--- config.mk ---
export PLATFORM = sky130hd
export DESIGN_NAME = utf8_text_source_validator
export DESIGN_NICKNAME = d
export VERILOG_FILES = /design/src/ustv_pkg.sv /design/src/utf8_text_source_validator.sv
export SDC_FILE = /design/constraint.sdc
export NUM_CORES = 1
export LEC_CHECK = 0
export ABC_AREA = 1
export BUFFER_PORTS_ARGS = -buffer_cell sky130_fd_sc_hd__clkbuf_2
export CORE_MARGIN = 3
export CORE_UTILIZATION = 35
export DETAILED_ROUTE_END_ITERATION = 7
export GPL_ROUTABILITY_DRIVEN = 0
export SLEW_MARGIN = 10
export SYNTH_ARGS = -nofsm -noshare
export SYNTH_HDL_FRONTEND = slang
export SYNTH_SLANG_ARGS = --single-unit
export TNS_END_PERCENT = 30
--- constraint.sdc ---
create_clock -name aclk -period 6.35 [get_ports aclk]
set_clock_uncertainty 0.2 [all_clocks]
set_input_delay 1.27 -clock aclk [delete_from_list [all_inputs] [get_ports aclk]]
set_output_delay 1.27 -clock aclk [all_outputs]
set_load 0.005 [all_outputs]
--- src/ustv_pkg.sv ---
// shared types and constants for the utf8 text source validator
package ustv_pkg;

    typedef logic [2:0] status_t;

    localparam status_t STATUS_OK           = 3'd0;
    localparam status_t STATUS_TOO_LARGE    = 3'd1;
    localparam status_t STATUS_BAD_MARK     = 3'd2;
    localparam status_t STATUS_BINARY       = 3'd3;
    localparam status_t STATUS_INVALID_UTF8 = 3'd4;

    localparam int LIMIT_BITS   = 24;
    localparam int CONTENT_BITS = 25;
    localparam int CP_BITS      = 21;

    localparam logic [LIMIT_BITS-1:0] LIMIT_RESET = 24'hFF_FFFF;

    localparam logic [CP_BITS-1:0] CP_MAX     = 21'h10_FFFF;
    localparam logic [CP_BITS-1:0] SURR_LO    = 21'h00_D800;
    localparam logic [CP_BITS-1:0] SURR_HI    = 21'h00_DFFF;
    localparam logic [CP_BITS-1:0] MIN_TWO    = 21'h00_0080;
    localparam logic [CP_BITS-1:0] MIN_THREE  = 21'h00_0800;
    localparam logic [CP_BITS-1:0] MIN_FOUR   = 21'h01_0000;

    localparam logic [7:0] BYTE_ASCII_MAX = 8'h7F;
    localparam logic [7:0] BYTE_LEAD2_LO  = 8'hC2;
    localparam logic [7:0] BYTE_LEAD2_HI  = 8'hDF;
    localparam logic [7:0] BYTE_LEAD3_LO  = 8'hE0;
    localparam logic [7:0] BYTE_LEAD3_HI  = 8'hEF;
    localparam logic [7:0] BYTE_LEAD4_LO  = 8'hF0;
    localparam logic [7:0] BYTE_LEAD4_HI  = 8'hF4;
    localparam logic [7:0] BYTE_SPACE     = 8'h20;
    localparam logic [7:0] BYTE_DEL       = 8'h7F;
    localparam logic [7:0] BYTE_TAB       = 8'h09;
    localparam logic [7:0] BYTE_LF        = 8'h0A;
    localparam logic [7:0] BYTE_CR        = 8'h0D;
    localparam logic [7:0] BYTE_ZERO      = 8'h00;
    localparam logic [7:0] BOM8_0         = 8'hEF;
    localparam logic [7:0] BOM8_1         = 8'hBB;
    localparam logic [7:0] BOM8_2         = 8'hBF;
    localparam logic [7:0] BOM_FE         = 8'hFE;
    localparam logic [7:0] BOM_FF         = 8'hFF;

    localparam logic [1:0] CLASS_TWO   = 2'd0;
    localparam logic [1:0] CLASS_THREE = 2'd1;
    localparam logic [1:0] CLASS_FOUR  = 2'd2;

endpackage

--- src/utf8_text_source_validator.sv ---
// top level of the utf8 text source validator
// Takes a text source one byte word per cycle on the s_ channel and returns one verdict
// word (status and content byte count) on the m_ channel for each word marked last. Each
// word is captured in an input register and then handled by single-pass logic that
// updates the counters and the utf8 decoder and, on a last word, writes the result
// register, which drives the m_ channel. The block takes one word every cycle; it stalls
// only while a finished verdict waits in the result register and the next word in the
// input register is itself a last word. max_source_bytes is written through cfg_data
// whenever cfg_valid is high and holds 0xFFFFFF after reset. COUNT_BITS sets the width
// of the saturating byte and control counters.
module utf8_text_source_validator #(
    parameter int COUNT_BITS = 25
) (
    input  logic                                 aclk,
    input  logic                                 aresetn,
    input  logic                                 s_valid,
    output logic                                 s_ready,
    input  logic [7:0]                           s_data_byte,
    input  logic                                 s_has_byte,
    input  logic                                 s_last,
    output logic                                 m_valid,
    input  logic                                 m_ready,
    output logic [2:0]                           m_status,
    output logic [ustv_pkg::CONTENT_BITS-1:0]    m_content_bytes,
    input  logic                                 cfg_valid,
    output logic                                 cfg_ready,
    input  logic [ustv_pkg::LIMIT_BITS-1:0]      cfg_data
);

    localparam int CB = ustv_pkg::CONTENT_BITS;
    localparam int W  = (COUNT_BITS > CB) ? COUNT_BITS : CB;
    localparam logic [COUNT_BITS-1:0] CNT_MAX = {COUNT_BITS{1'b1}};
    localparam logic [W-1:0] OUT_MAX = W'({CB{1'b1}});

    // configuration
    logic [ustv_pkg::LIMIT_BITS-1:0] limit_reg;

    // input register
    logic       in_valid_reg;
    logic [7:0] in_data_reg;
    logic       in_has_reg;
    logic       in_last_reg;

    // source state
    logic [COUNT_BITS-1:0] byte_total_reg, byte_total_next, byte_total_new;
    logic [COUNT_BITS-1:0] ctrl_total_reg, ctrl_total_next, ctrl_total_new;
    logic [7:0]            head_reg [4];
    logic [7:0]            head_next [4];
    logic [7:0]            head_new [4];
    logic                  zero_reg, zero_next, zero_new;
    logic [1:0]            pend_reg, pend_next, pend_new;
    logic [ustv_pkg::CP_BITS-1:0] part_reg, part_next, part_new;
    logic [1:0]            cls_reg, cls_next, cls_new;
    logic                  bad_reg, bad_next, bad_new;

    // result register
    logic                  m_valid_reg;
    ustv_pkg::status_t     status_reg, status_next;
    logic [CB-1:0]         content_reg, content_next;

    logic                  proc;
    logic                  is_ctrl;
    logic [ustv_pkg::CP_BITS-1:0] cp_next;
    logic [ustv_pkg::CP_BITS-1:0] cp_low;
    logic                  utf8_mark;
    logic                  other_mark;
    logic [COUNT_BITS-1:0] content;
    logic [W-1:0]          content_ext;
    logic [COUNT_BITS+3:0] ctrl_x10;
    logic [W-1:0]          n_ext;
    logic [W-1:0]          limit_ext;

    assign proc      = in_valid_reg && (!in_last_reg || !m_valid_reg || m_ready);
    assign s_ready   = !in_valid_reg || proc;
    assign cfg_ready = 1'b1;

    assign m_valid         = m_valid_reg;
    assign m_status        = status_reg;
    assign m_content_bytes = content_reg;

    assign is_ctrl = (in_data_reg < ustv_pkg::BYTE_SPACE || in_data_reg == ustv_pkg::BYTE_DEL)
                     && in_data_reg != ustv_pkg::BYTE_TAB
                     && in_data_reg != ustv_pkg::BYTE_LF
                     && in_data_reg != ustv_pkg::BYTE_CR;

    // counters and head bytes
    always_comb begin
        byte_total_new = byte_total_reg;
        ctrl_total_new = ctrl_total_reg;
        zero_new       = zero_reg;
        for (int i = 0; i < 4; i++) begin
            head_new[i] = head_reg[i];
        end
        if (in_has_reg) begin
            if (byte_total_reg < COUNT_BITS'(4)) begin
                head_new[byte_total_reg[1:0]] = in_data_reg;
            end
            if (byte_total_reg != CNT_MAX) begin
                byte_total_new = byte_total_reg + COUNT_BITS'(1);
            end
            if (in_data_reg == ustv_pkg::BYTE_ZERO) begin
                zero_new = 1'b1;
            end
            if (is_ctrl && ctrl_total_reg != CNT_MAX) begin
                ctrl_total_new = ctrl_total_reg + COUNT_BITS'(1);
            end
        end
    end

    // utf8 decoder
    assign cp_next = {part_reg[ustv_pkg::CP_BITS-7:0], in_data_reg[5:0]};

    always_comb begin
        case (cls_reg)
            ustv_pkg::CLASS_TWO:   cp_low = ustv_pkg::MIN_TWO;
            ustv_pkg::CLASS_THREE: cp_low = ustv_pkg::MIN_THREE;
            default:               cp_low = ustv_pkg::MIN_FOUR;
        endcase
    end

    always_comb begin
        pend_new = pend_reg;
        part_new = part_reg;
        cls_new  = cls_reg;
        bad_new  = bad_reg;
        if (in_has_reg && !bad_reg) begin
            if (pend_reg == 2'd0) begin
                if (in_data_reg <= ustv_pkg::BYTE_ASCII_MAX) begin
                    bad_new = 1'b0;
                end else if (in_data_reg >= ustv_pkg::BYTE_LEAD2_LO
                             && in_data_reg <= ustv_pkg::BYTE_LEAD2_HI) begin
                    pend_new = 2'd1;
                    part_new = {16'd0, in_data_reg[4:0]};
                    cls_new  = ustv_pkg::CLASS_TWO;
                end else if (in_data_reg >= ustv_pkg::BYTE_LEAD3_LO
                             && in_data_reg <= ustv_pkg::BYTE_LEAD3_HI) begin
                    pend_new = 2'd2;
                    part_new = {17'd0, in_data_reg[3:0]};
                    cls_new  = ustv_pkg::CLASS_THREE;
                end else if (in_data_reg >= ustv_pkg::BYTE_LEAD4_LO
                             && in_data_reg <= ustv_pkg::BYTE_LEAD4_HI) begin
                    pend_new = 2'd3;
                    part_new = {18'd0, in_data_reg[2:0]};
                    cls_new  = ustv_pkg::CLASS_FOUR;
                end else begin
                    bad_new = 1'b1;
                end
            end else if (in_data_reg[7:6] != 2'b10) begin
                bad_new = 1'b1;
            end else begin
                part_new = cp_next;
                pend_new = pend_reg - 2'd1;
                if (pend_reg == 2'd1) begin
                    if (cp_next < cp_low || cp_next > ustv_pkg::CP_MAX
                        || (cp_next >= ustv_pkg::SURR_LO && cp_next <= ustv_pkg::SURR_HI)) begin
                        bad_new = 1'b1;
                    end
                end
            end
        end
    end

    // verdict
    assign utf8_mark = byte_total_new >= COUNT_BITS'(3)
                       && head_new[0] == ustv_pkg::BOM8_0
                       && head_new[1] == ustv_pkg::BOM8_1
                       && head_new[2] == ustv_pkg::BOM8_2;

    assign other_mark = (byte_total_new >= COUNT_BITS'(4)
                         && head_new[0] == ustv_pkg::BYTE_ZERO
                         && head_new[1] == ustv_pkg::BYTE_ZERO
                         && head_new[2] == ustv_pkg::BOM_FE
                         && head_new[3] == ustv_pkg::BOM_FF)
                     || (byte_total_new >= COUNT_BITS'(2)
                         && head_new[0] == ustv_pkg::BOM_FE
                         && head_new[1] == ustv_pkg::BOM_FF)
                     || (byte_total_new >= COUNT_BITS'(2)
                         && head_new[0] == ustv_pkg::BOM_FF
                         && head_new[1] == ustv_pkg::BOM_FE);

    assign content = (utf8_mark && byte_total_new != CNT_MAX)
                     ? byte_total_new - COUNT_BITS'(3) : byte_total_new;

    assign content_ext = W'(content);
    assign n_ext       = W'(byte_total_new);
    assign limit_ext   = W'(limit_reg);
    assign ctrl_x10    = {1'b0, ctrl_total_new, 3'b000} + {3'b000, ctrl_total_new, 1'b0};

    always_comb begin
        if (n_ext > limit_ext) begin
            status_next = ustv_pkg::STATUS_TOO_LARGE;
        end else if (other_mark) begin
            status_next = ustv_pkg::STATUS_BAD_MARK;
        end else if (content != '0
                     && (zero_new || ctrl_x10 > (COUNT_BITS+4)'(content))) begin
            status_next = ustv_pkg::STATUS_BINARY;
        end else if (bad_new || pend_new != 2'd0) begin
            status_next = ustv_pkg::STATUS_INVALID_UTF8;
        end else begin
            status_next = ustv_pkg::STATUS_OK;
        end
        content_next = (content_ext > OUT_MAX) ? OUT_MAX[CB-1:0] : content_ext[CB-1:0];
    end

    // state clears after each verdict
    always_comb begin
        if (in_last_reg) begin
            byte_total_next = '0;
            ctrl_total_next = '0;
            zero_next       = 1'b0;
            pend_next       = 2'd0;
            part_next       = '0;
            cls_next        = ustv_pkg::CLASS_TWO;
            bad_next        = 1'b0;
            for (int i = 0; i < 4; i++) begin
                head_next[i] = 8'd0;
            end
        end else begin
            byte_total_next = byte_total_new;
            ctrl_total_next = ctrl_total_new;
            zero_next       = zero_new;
            pend_next       = pend_new;
            part_next       = part_new;
            cls_next        = cls_new;
            bad_next        = bad_new;
            for (int i = 0; i < 4; i++) begin
                head_next[i] = head_new[i];
            end
        end
    end

    always_ff @(posedge aclk) begin
        if (!aresetn) begin
            limit_reg <= ustv_pkg::LIMIT_RESET;
        end else if (cfg_valid && cfg_ready) begin
            limit_reg <= cfg_data;
        end
    end

    always_ff @(posedge aclk) begin
        if (!aresetn) begin
            in_valid_reg <= 1'b0;
        end else if (s_valid && s_ready) begin
            in_valid_reg <= 1'b1;
        end else if (proc) begin
            in_valid_reg <= 1'b0;
        end
    end

    always_ff @(posedge aclk) begin
        if (s_valid && s_ready) begin
            in_data_reg <= s_data_byte;
            in_has_reg  <= s_has_byte;
            in_last_reg <= s_last;
        end
    end

    always_ff @(posedge aclk) begin
        if (!aresetn) begin
            byte_total_reg <= '0;
            ctrl_total_reg <= '0;
            zero_reg       <= 1'b0;
            pend_reg       <= 2'd0;
            part_reg       <= '0;
            cls_reg        <= ustv_pkg::CLASS_TWO;
            bad_reg        <= 1'b0;
            for (int i = 0; i < 4; i++) begin
                head_reg[i] <= 8'd0;
            end
        end else if (proc) begin
            byte_total_reg <= byte_total_next;
            ctrl_total_reg <= ctrl_total_next;
            zero_reg       <= zero_next;
            pend_reg       <= pend_next;
            part_reg       <= part_next;
            cls_reg        <= cls_next;
            bad_reg        <= bad_next;
            for (int i = 0; i < 4; i++) begin
                head_reg[i] <= head_next[i];
            end
        end
    end

    always_ff @(posedge aclk) begin
        if (!aresetn) begin
            m_valid_reg <= 1'b0;
        end else if (proc && in_last_reg) begin
            m_valid_reg <= 1'b1;
        end else if (m_ready) begin
            m_valid_reg <= 1'b0;
        end
    end

    always_ff @(posedge aclk) begin
        if (proc && in_last_reg) begin
            status_reg  <= status_next;
            content_reg <= content_next;
        end
    end

endmodule

Word level (Yosys, flattened, before mapping). Memory sizes are Yosys's and may differ from the RTL's. Cells that the tools add are included.

Register bits after elaboration: 135. RAM bits: 32. Input port bits: 39. Output and inout port bits: 31. Word-level logic and storage cells: 191. Memories kept: 1.

Memory list: head_reg (words 4, width 8, read ports 4, clocked after memory_dff 0, wr ports 4, RTL line utf8_text_source_validator.sv:47) `logic [7:0] head_reg [4];`.

Add/subtract/negate cells: 5. Order comparisons: 21. Eq/ne operators: 23. Mux-type cells: 65. Bitwise logic cells: 5. Reductions and logical operators: 55.

Operators by type and width (number): $mux 25 (7); $mux 15 (8); $mux 32 (3); $ne 25x25->1 const B (3); $eq 8x8->1 const B (9); $add 25x1->25 const B (2); $ge 25x2->1 const B (2); $mux 8 (5); $mux 2 (17); $pmux 17 s2 (1); $bwmux 32 (1); $add 28x26->29 (1); $gt 29x25->1 (1); $logic_and 1x1->1 (26); $ge 25x3->1 const B (1); $gt 25x24->1 (1); $gt 25x25->1 const B (1); $lt 25x3->1 const B (1); $reduce_bool 25->1 (1); $sub 25x2->25 const B (1); $ge 8x8->1 const B (3); $le 8x8->1 const B (3); $logic_not 8->1 (3); $ne 8x4->1 const B (3); 26 further kinds (70).

Longest topological paths before layout. Gate-level depths: netlist (run 1).

Word-level depth: 19. Mapped depth: 43. Mapped depth without buffers: 43.

Worst setup path before layout (run 1). OpenSTA, ideal clock, no wires.

Path type: reg2reg. Start point: register ctrl_total_reg[0]. End point: register status_reg[2] (netlist: m_status[2]), data pin. Data arrival time: 4.809 ns. Required time: 5.899 ns. Setup slack: 1.091 ns. Cell stages (with the launch flop): 43. Buffers on the path: 0. Period minus slack after synthesis: 5.259 ns. Cells stage by stage: dfxtp_1 ha_1 inv_1 nor3_1 nand3_1 nor2_1 nand3b_1 o21a_1 nand2_1 inv_1 nand3_1 nor2_1 xor2_1 inv_1 ha_1 a21oi_1 nand2_1 nand2_1 [... 7 more ...] a21oi_1 o31ai_1 a21oi_1 nor3_1 nor3_1 xnor2_1 ha_1 nand4_1 nor3_1 nand3_1 nand2_1 inv_1 nand2_1 nand2_1 nand2_1 nand2_1 nand2_1 nor2_2.

Word-level cells in the longest chain between the ends: 9.

RTL lines: start, declared (RTL line utf8_text_source_validator.sv:46) `logic [COUNT_BITS-1:0] ctrl_total_reg, ctrl_total_next, ctrl_total_new;`; start signal, assigned (RTL line utf8_text_source_validator.sv:272) `ctrl_total_reg <= ctrl_total_next;`; branches (longest 3 deep; another with $add 25x1->25); $mux 25 * (RTL line utf8_text_source_validator.sv:94) `if (in_has_reg) begin`; $add 28x26->29 * (RTL line utf8_text_source_validator.sv:187) `assign ctrl_x10 = {1'b0, ctrl_total_new, 3'b000} + {3'b000, ctrl_total_new, 1'b0};`; $gt 29x25->1 * (RTL line utf8_text_source_validator.sv:195) `&& (zero_new || ctrl_x10 > (COUNT_BITS+4)'(content))) begin`; $logic_or 1x1->1 * (RTL line utf8_text_source_validator.sv:195); $logic_and 1x1->1 * (RTL line utf8_text_source_validator.sv:195); $reduce_or 3->1 (no line) *; end signal, assigned (RTL line utf8_text_source_validator.sv:296) `status_reg <= status_next;`; end, declared (RTL line utf8_text_source_validator.sv:58) `ustv_pkg::status_t status_reg, status_next;`.

Mark *: on every way between the ends. A chain may end at the register's enable or synchronous reset.

Worst setup path after layout (run 1).
Start point: register in_data_reg[6]. End point: register status_reg[1] (netlist: m_status[1]), data pin.

Word-level cells in the longest chain between the ends: 14.

RTL lines: start, declared (RTL line utf8_text_source_validator.sv:40) `logic [7:0] in_data_reg;`; start signal, assigned (RTL line utf8_text_source_validator.sv:252) `in_data_reg <= s_data_byte;`; $lt 8x6->1 (tied with other cells) (RTL line utf8_text_source_validator.sv:81) `assign is_ctrl = (in_data_reg < ustv_pkg::BYTE_SPACE || in_data_reg == ustv_pkg::BYTE_DEL)`; $logic_or 1x1->1 or $mux 32 (tied branches) (RTL line utf8_text_source_validator.sv:81, utf8_text_source_validator.sv:95); $logic_and 1x1->1 or $mux 32 (tied branches) (RTL line utf8_text_source_validator.sv:82, utf8_text_source_validator.sv:94); $logic_and 1x1->1 or $eq 8x8->1 (tied branches) (RTL line utf8_text_source_validator.sv:83, utf8_text_source_validator.sv:165); $logic_and 1x1->1, on equally long branches (RTL line utf8_text_source_validator.sv:84, utf8_text_source_validator.sv:165); $logic_and 1x1->1, on equally long branches (RTL line utf8_text_source_validator.sv:104, utf8_text_source_validator.sv:166); $mux 25 or $logic_and 1x1->1 (tied branches) (RTL line utf8_text_source_validator.sv:104, utf8_text_source_validator.sv:167); $mux 25 or $logic_and 1x1->1 (tied branches) (RTL line utf8_text_source_validator.sv:94, utf8_text_source_validator.sv:181); $add 28x26->29 or $mux 25 (tied branches) (RTL line utf8_text_source_validator.sv:187, utf8_text_source_validator.sv:182); $gt 29x25->1 (RTL line utf8_text_source_validator.sv:195); $logic_or 1x1->1 (RTL line utf8_text_source_validator.sv:195); $logic_and 1x1->1 (RTL line utf8_text_source_validator.sv:195); $mux 2 (RTL line utf8_text_source_validator.sv:194) `end else if (content != '0`; $mux 2 * (RTL line utf8_text_source_validator.sv:192) `end else if (other_mark) begin`.

Every way passes the cells marked *; elsewhere a longest branch is shown, timed or not.

==> reports/qor.txt, run 1 <==
status = finished, final reports clean
worst-skew pair later-pin latency = 0.46 ns
Max rail drop VDD = 0.000176 V
vias in the first global route = 10.6k
GR Overflow Total = 0
Total GRT Usage = 0.192
Area growth syn-to-layout = 12.1%
critical path startpoint category = flip-flop
multi-input logic area = 6840 um^2
synth top area cells = edfxtp_1 (17%), dfxtp_1 (16%), nand2_1 (11%)
clk sinks = 167
H-tree depth = 4
worst r2r path cells = 39
CP Capture Type = flip-flop
# setup viols final = 0
initial antenna violation count = 1
post-DR wirelength/cell = 15.9 um
Net Count, Synth = 1810
DRC viols = 0
synthesized cell area = 12100 um^2
worst relative slew slack = 0.242
Die H = 192 um
Starting DRT DRC Count = 990
max reg flops = 32
Final Slew Violations = 0
Pwr Density = 184 nW/um^2
WL final = 35.3 mm
# fillers = 3559
CP max-delay cell = edfxtp_1
Seq cells post-synth = 167
hold path endpoint = limit_reg[15]$_SDFFE_PN1P_
Num CTS Buffers = 17
Synth top area share = 0.174
number of enable flip-flop cells after synthesis = 70
Synth Warn # = 0
post-CTS setup buffers = 0
Worst EP arrival = 5.80 ns
Hold Crit Depth = 2
Die X = 192 um
Synth cell types = 55
# nets final = 1876
initial core utilization = 0.357
Post-DP HPWL = 27.5 mm
share of cells above drive strength 1 = 0.114
CP Class = reg2reg
setup tns final = 0 ns
Global Route met1 Usage = 0.258
row count = 67
clock transition at the registers of the reported paths = 0.08 ns
Max Cap Violations = 0
Worst Path Max Fanout = 5
leak pwr = 6.28 nW
Synth area leader = edfxtp_1
Synth Area per Inst = 7.13 um^2
DIE AREA = 36800 um^2
worst stage delay on the critical path = 0.43 ns
grt peak-use layer = met2
Clock Path Buffers = 2
Layout Utilization = 0.401
first-pass GRT wire length = 55.8 mm
R2R Path Start = in_data_reg[6]$_DFFE_PP_
hold violation count in the final report = 0
Min-Delay Path Class = reg2reg
Top FF cell, synth = dfxtp_1
Mapped Cells = 1694
IO Port Bufs = 68
via-per-instance ratio = 5.19
async set or reset register ratio after synthesis = 0
final worst path period share = 0.919
met3 GRT Util = 0.0369
worst r2r dst = m_status[1]$_SDFFCE_PP0P_
Inserted Diodes = 0
Req. time, crit path = 6.32 ns
smallest hold slack = 0.270 ns
Period minus WS final = 5.84 ns
worst-margin pin slew = 1.13 ns
1st-pass router iterations = 5
Seq/Total Area, Yosys = 0.335
Reg2Reg Setup Slack = 0.51 ns
unrepaired setup endpoints after global routing = false
IO Pins = 70
antenna-violating nets left = 0
Worst Hold Launch = limit_reg[15]$_SDFFE_PN1P_
met2 GRT Util = 0.307
FF/Latch Area = 4040 um^2
via count = 11.5k
largest net degree at the start of global routing = 83
Critical Path Most Common Cell = nand2_1
core area = 33800 um^2
CTS root buf = clkbuf_16
Achievable Freq = 0.171 GHz
CTS tree = yes
[worst max-delay path: cells and delay by family (launching register included)]
family                     cells  cell delay, ns
and+or+nand+nor               22            2.09
AOI/OAI and AO/OA              9            1.41
adders and majority gates      2            0.63
DFF                            1            0.43
buffers and inverters          4            0.42
xor gates and xnor gates       2            0.35
[power breakdown]
group / total, mW / leakage [nW] / internal, mW / switching (mW)
sequential: 1.18 / 1.47 / 1.16 / 0.0214
clock: 1.07 / 0.292 / 0.539 / 0.527
combinational: 0.248 / 4.51 / 0.0768 / 0.171
[logic make-up after synthesis]
family                   after synthesis  share of synthesized area
AND/OR/NAND/NOR                      824                      0.318
other                                  1                   0.000311
adder cells (fa/ha/maj)               77                     0.0804
XOR/XNOR                              62                     0.0468
buffers and inverters                309                      0.100
flip-flops                           167                      0.335
AO/OA/AOI/OAI                        254                      0.120
[how the worst max path moves through the flow]
stage,from,end,slack (ns),depth (start not counted)
after floorplan,ctrl_total_reg[0]$_SDFFE_PN0P_,m_status[2]$_SDFFCE_PP0P_,1.09,42
after global placement,in_data_reg[7]$_DFFE_PP_,m_status[2]$_SDFFCE_PP0P_,0.52,39
after detailed placement,in_data_reg[7]$_DFFE_PP_,m_status[2]$_SDFFCE_PP0P_,0.36,39
after CTS,in_data_reg[6]$_DFFE_PP_,m_status[2]$_SDFFCE_PP0P_,0.32,40
after global routing,in_data_reg[6]$_DFFE_PP_,m_status[2]$_SDFFCE_PP0P_,0.01,35
final,in_data_reg[6]$_DFFE_PP_,m_status[1]$_SDFFCE_PP0P_,0.51,39
[cell type report]
type / count / area share
multi-input combinational: 1218 / 0.506
sequential: 167 / 0.299
inverter: 269 / 0.0746
tap: 448 / 0.0414
timing repair buffer: 87 / 0.0357
clock buffer: 18 / 0.0325
clock inverter: 14 / 0.0111
[through the flow]
step	setup slack, ns	area [um^2]	cells	power (mW)
2_1_floorplan	1.09	12100	1694	1.37
3_3_place_gp	0.517	12900	2189	1.45
3_5_place_dp	0.362	12900	2189	1.45
4_1_cts	0.321	13500	2221	2.51
5_1_grt	0.0114	13500	2221	2.60
6_report	0.513	13500	2221	2.49
[synthesized netlist by cell type (all sizes together), types with 19 or more instances]
cell / number
nor3: 47
xor2: 51
edfxtp: 70
nor4: 19
ha: 76
nand2: 378
inv: 269
o21ai: 72
clkbuf: 28
nand3: 132
nand4: 55
nor2: 185
dfxtp: 97
a21oi: 92
o22ai: 48
[layout by cell type, fill, tap and decap left out, drive strengths merged, types with 70 or more instances in the layout]
cell type,count
inv,280
clkbuf,86
nand2,378
dfxtp,97
nand3,132
o21ai,72
a21oi,92
nor2,185
ha,76
edfxtp,70
[metal layers]
metal  part of all wire  wire, um
met1               0.46     16100
met2               0.45     15800
met4              0.032      1130
met5                  0         0
met3              0.064      2250
[what timing repair did]
action | CTS | global route
hold buffers | 0 | 0
setup endpoints to repair | 0 | 3
gates resized for setup | 0 | 5
(Power assumes the default switching activity.)
==> run 2, diff against run 1 <==
--- a/config.mk
+++ b/config.mk
@@ -9,6 +9,7 @@
 export BUFFER_PORTS_ARGS = -buffer_cell sky130_fd_sc_hd__clkbuf_2
 export CORE_MARGIN = 3
 export CORE_UTILIZATION = 35
+export CTS_BUF_LIST = sky130_fd_sc_hd__clkbuf_4
 export DETAILED_ROUTE_END_ITERATION = 7
 export GPL_ROUTABILITY_DRIVEN = 0
 export SLEW_MARGIN = 10
==> run 2 against run 1 <==
  * Fmax increased by 1.1%
  * Worst hold slack better by 0.0099 ns
  * Cell count is 0.36% higher
  * Combinational power about the same
  * Global-route usage decreased by 0.062 points
  * Register-to-register slack improved by 0.07 ns
  * First-iteration DRC count grew 9.7%
  * Sequential share of layout area rose by 0.59 points
  * Total power decreased by 16%
  * Largest power group unchanged
  * Worst setup slack improved by 0.066 ns
  * Largest cell class unchanged
  * Highest routed layer unchanged
==> reports/qor.txt, run 2 (synthesized netlist as in run 1, its figures left out) <==
status = finished, final reports clean
DRC viols = 0 (unchanged)
GR Overflow Total = 0 (unchanged)
leak pwr = 6.17 nW (-1.8%)
worst stage delay on the critical path = 0.43 ns (about the same)
Worst EP arrival = 5.95 ns (+0.15 ns)
worst relative slew slack = 0.243 (+0.00129)
Min-Delay Path Class = reg2reg
worst-margin pin slew = 1.14 ns (+0.00207 ns)
Achievable Freq = 0.173 GHz (+1.1%)
via count = 11.5k (-0.15%)
# setup viols final = 0 (unchanged)
CTS root buf = clkbuf_4
Hold Crit Depth = 2 (unchanged)
clock transition at the registers of the reported paths = 0.19 ns (+0.11 ns)
row count = 67 (unchanged)
Tot Pwr = 2.09 mW (-16%)
CP startpoint = in_data_reg[6]$_DFFE_PP_
# nets final = 1881 (+0.27%)
Pwr Density = 157 nW/um^2 (-15%)
antenna-violating nets left = 0 (unchanged)
Post-DP HPWL = 27.5 mm (unchanged)
core area = 33800 um^2 (unchanged)
Max rail drop VDD = 0.000106 V (-40%)
IO Pins = 70 (unchanged)
Req. time, crit path = 6.53 ns (+0.21 ns)
Die H = 192 um (unchanged)
initial antenna violation count = 3 (+2)
post-DR wirelength/cell = 15.8 um (-0.53%)
CTS tree = yes
commonest cells after routing, fill and taps aside = nand2_1 (343), inv_1 (263), nor2_1 (164)
Total GRT Usage = 0.192 (-0.000617)
max reg flops = 32 (unchanged)
DIE AREA = 36800 um^2 (unchanged)
worst r2r path cells = 39 (unchanged)
Worst Path Max Fanout = 5 (unchanged)
# fillers = 3591 (+0.90%)
Num CTS Buffers = 17 (unchanged)
clk sinks = 167 (unchanged)
first-pass GRT wire length = 55.5 mm (-0.48%)
vias in the first global route = 10.6k (+0.31%)
Reg2Reg Setup Slack = 0.58 ns (+0.07 ns)
Die X = 192 um (unchanged)
critical path startpoint category = flip-flop
Clock Path Buffers = 2 (unchanged)
worst r2r dst = m_status[1]$_SDFFCE_PP0P_
commonest non-fill, non-tap cell in the layout = nand2_1
Period minus WS final = 5.77 ns (-0.0660 ns)
final worst path period share = 0.909 (-0.0104)
WL final = 35.2 mm (-0.17%)
largest net degree at the start of global routing = 83 (unchanged)
CP Class = reg2reg
CP max-delay cell = edfxtp_1
R2R Path Start = in_data_reg[6]$_DFFE_PP_
H-tree depth = 4 (unchanged)
1st-pass router iterations = 6 (+1)
Critical Path End = m_status[1]$_SDFFCE_PP0P_
unrepaired setup endpoints after global routing = false
via-per-instance ratio = 5.16 (-0.51%)
IO Port Bufs = 68 (unchanged)
share of cells above drive strength 1 = 0.117 (+0.00249)
hold violation count in the final report = 0 (unchanged)
initial core utilization = 0.357 (unchanged)
hold_buf cts = 0 (unchanged)
CP Capture Type = flip-flop
Final Slew Violations = 0 (unchanged)
setup tns final = 0 ns (unchanged)
Critical Path Most Common Cell = nand2_1
Area growth syn-to-layout = 9.87%
Max Cap Violations = 0 (unchanged)
worst-skew pair later-pin latency = 0.66 ns (+0.20 ns)
Starting DRT DRC Count = 1086 (+9.7%)
==> run 2: metal layers <==
| layer | global-route usage | wire length (um) | up-vias |
|---|---|---|---|
| met1 | 0.254 | 16000 | 5248 |
| li1 | - | - | 5824 |
| met2 | 0.301 | 15600 | 357 |
| met3 | 0.0431 | 2360 | 77 |
| met5 | 0 | 0 | - |
| met4 | 0.0807 | 1310 | 0 |
==> run 2: area by class of cell <==
cell class / count / area (um^2) / area share
Tap cell: 448 / 561 / 0.0422
Timing Repair Buffer: 92 / 520 / 0.0392
Inverter: 269 / 1010 / 0.0761
Antenna cell: 3 / 7.51 / 0.000566
Clock inverter: 15 / 154 / 0.0116
Sequential cell: 167 / 4040 / 0.305
Clock buffer: 17 / 128 / 0.00962
Multi-Input combinational cell: 1218 / 6840 / 0.516
==> run 2: critical path: cells and delay by family (launching register included) <==
| family | cells | cell delay, ns |
|---|---|---|
| xor+xnor | 2 | 0.34 |
| flops | 1 | 0.43 |
| buf+inv | 4 | 0.43 |
| simple gates | 22 | 2.05 |
| compound gates | 9 | 1.42 |
| fa+ha+maj | 2 | 0.63 |
==> run 2: worst min-delay path by stage <==
| stage | to | startpoint | slack, ns |
|---|---|---|---|
| 4_1_cts | part_reg[0]$_SDFFE_PN0P_ | part_reg[0]$_SDFFE_PN0P_ | 0.28 |
| 3_3_place_gp | limit_reg[12]$_SDFFE_PN1P_ | limit_reg[12]$_SDFFE_PN1P_ | 0.26 |
| 2_1_floorplan | limit_reg[0]$_SDFFE_PN1P_ | limit_reg[0]$_SDFFE_PN1P_ | 0.24 |
| 6_report | limit_reg[15]$_SDFFE_PN1P_ | limit_reg[15]$_SDFFE_PN1P_ | 0.28 |
| 3_5_place_dp | limit_reg[15]$_SDFFE_PN1P_ | limit_reg[15]$_SDFFE_PN1P_ | 0.26 |
| 5_1_grt | limit_reg[11]$_SDFFE_PN1P_ | limit_reg[11]$_SDFFE_PN1P_ | 0.31 |
==> run 2: what timing repair did <==
item,CTS,global route
resized for setup,0,5
setup endpoints to repair,0,3
setup buffers,0,5
==> run 2: power breakdown <==
part | switching [mW] | leakage (nW) | total [mW] | internal, mW
Clock | 0.475 | 0.157 | 0.657 | 0.182
Combinational | 0.172 | 4.54 | 0.250 | 0.0787
Sequential | 0.0212 | 1.47 | 1.18 | 1.16
Total | 0.668 | 6.17 | 2.09 | 1.42
==> run 2: per-stage QoR <==
step	setup slack (ns)	instances	hold WS, ns	util	instance area (um^2)
floorplan	1.09	1694	0.235	-	12100
global placement	0.517	2189	0.258	0.383	12900
detailed placement	0.362	2189	0.264	0.383	12900
CTS	0.301	2221	0.284	0.391	13200
global route	0.0213	2229	0.310	0.393	13300
finish	0.579	2229	0.280	0.393	13300
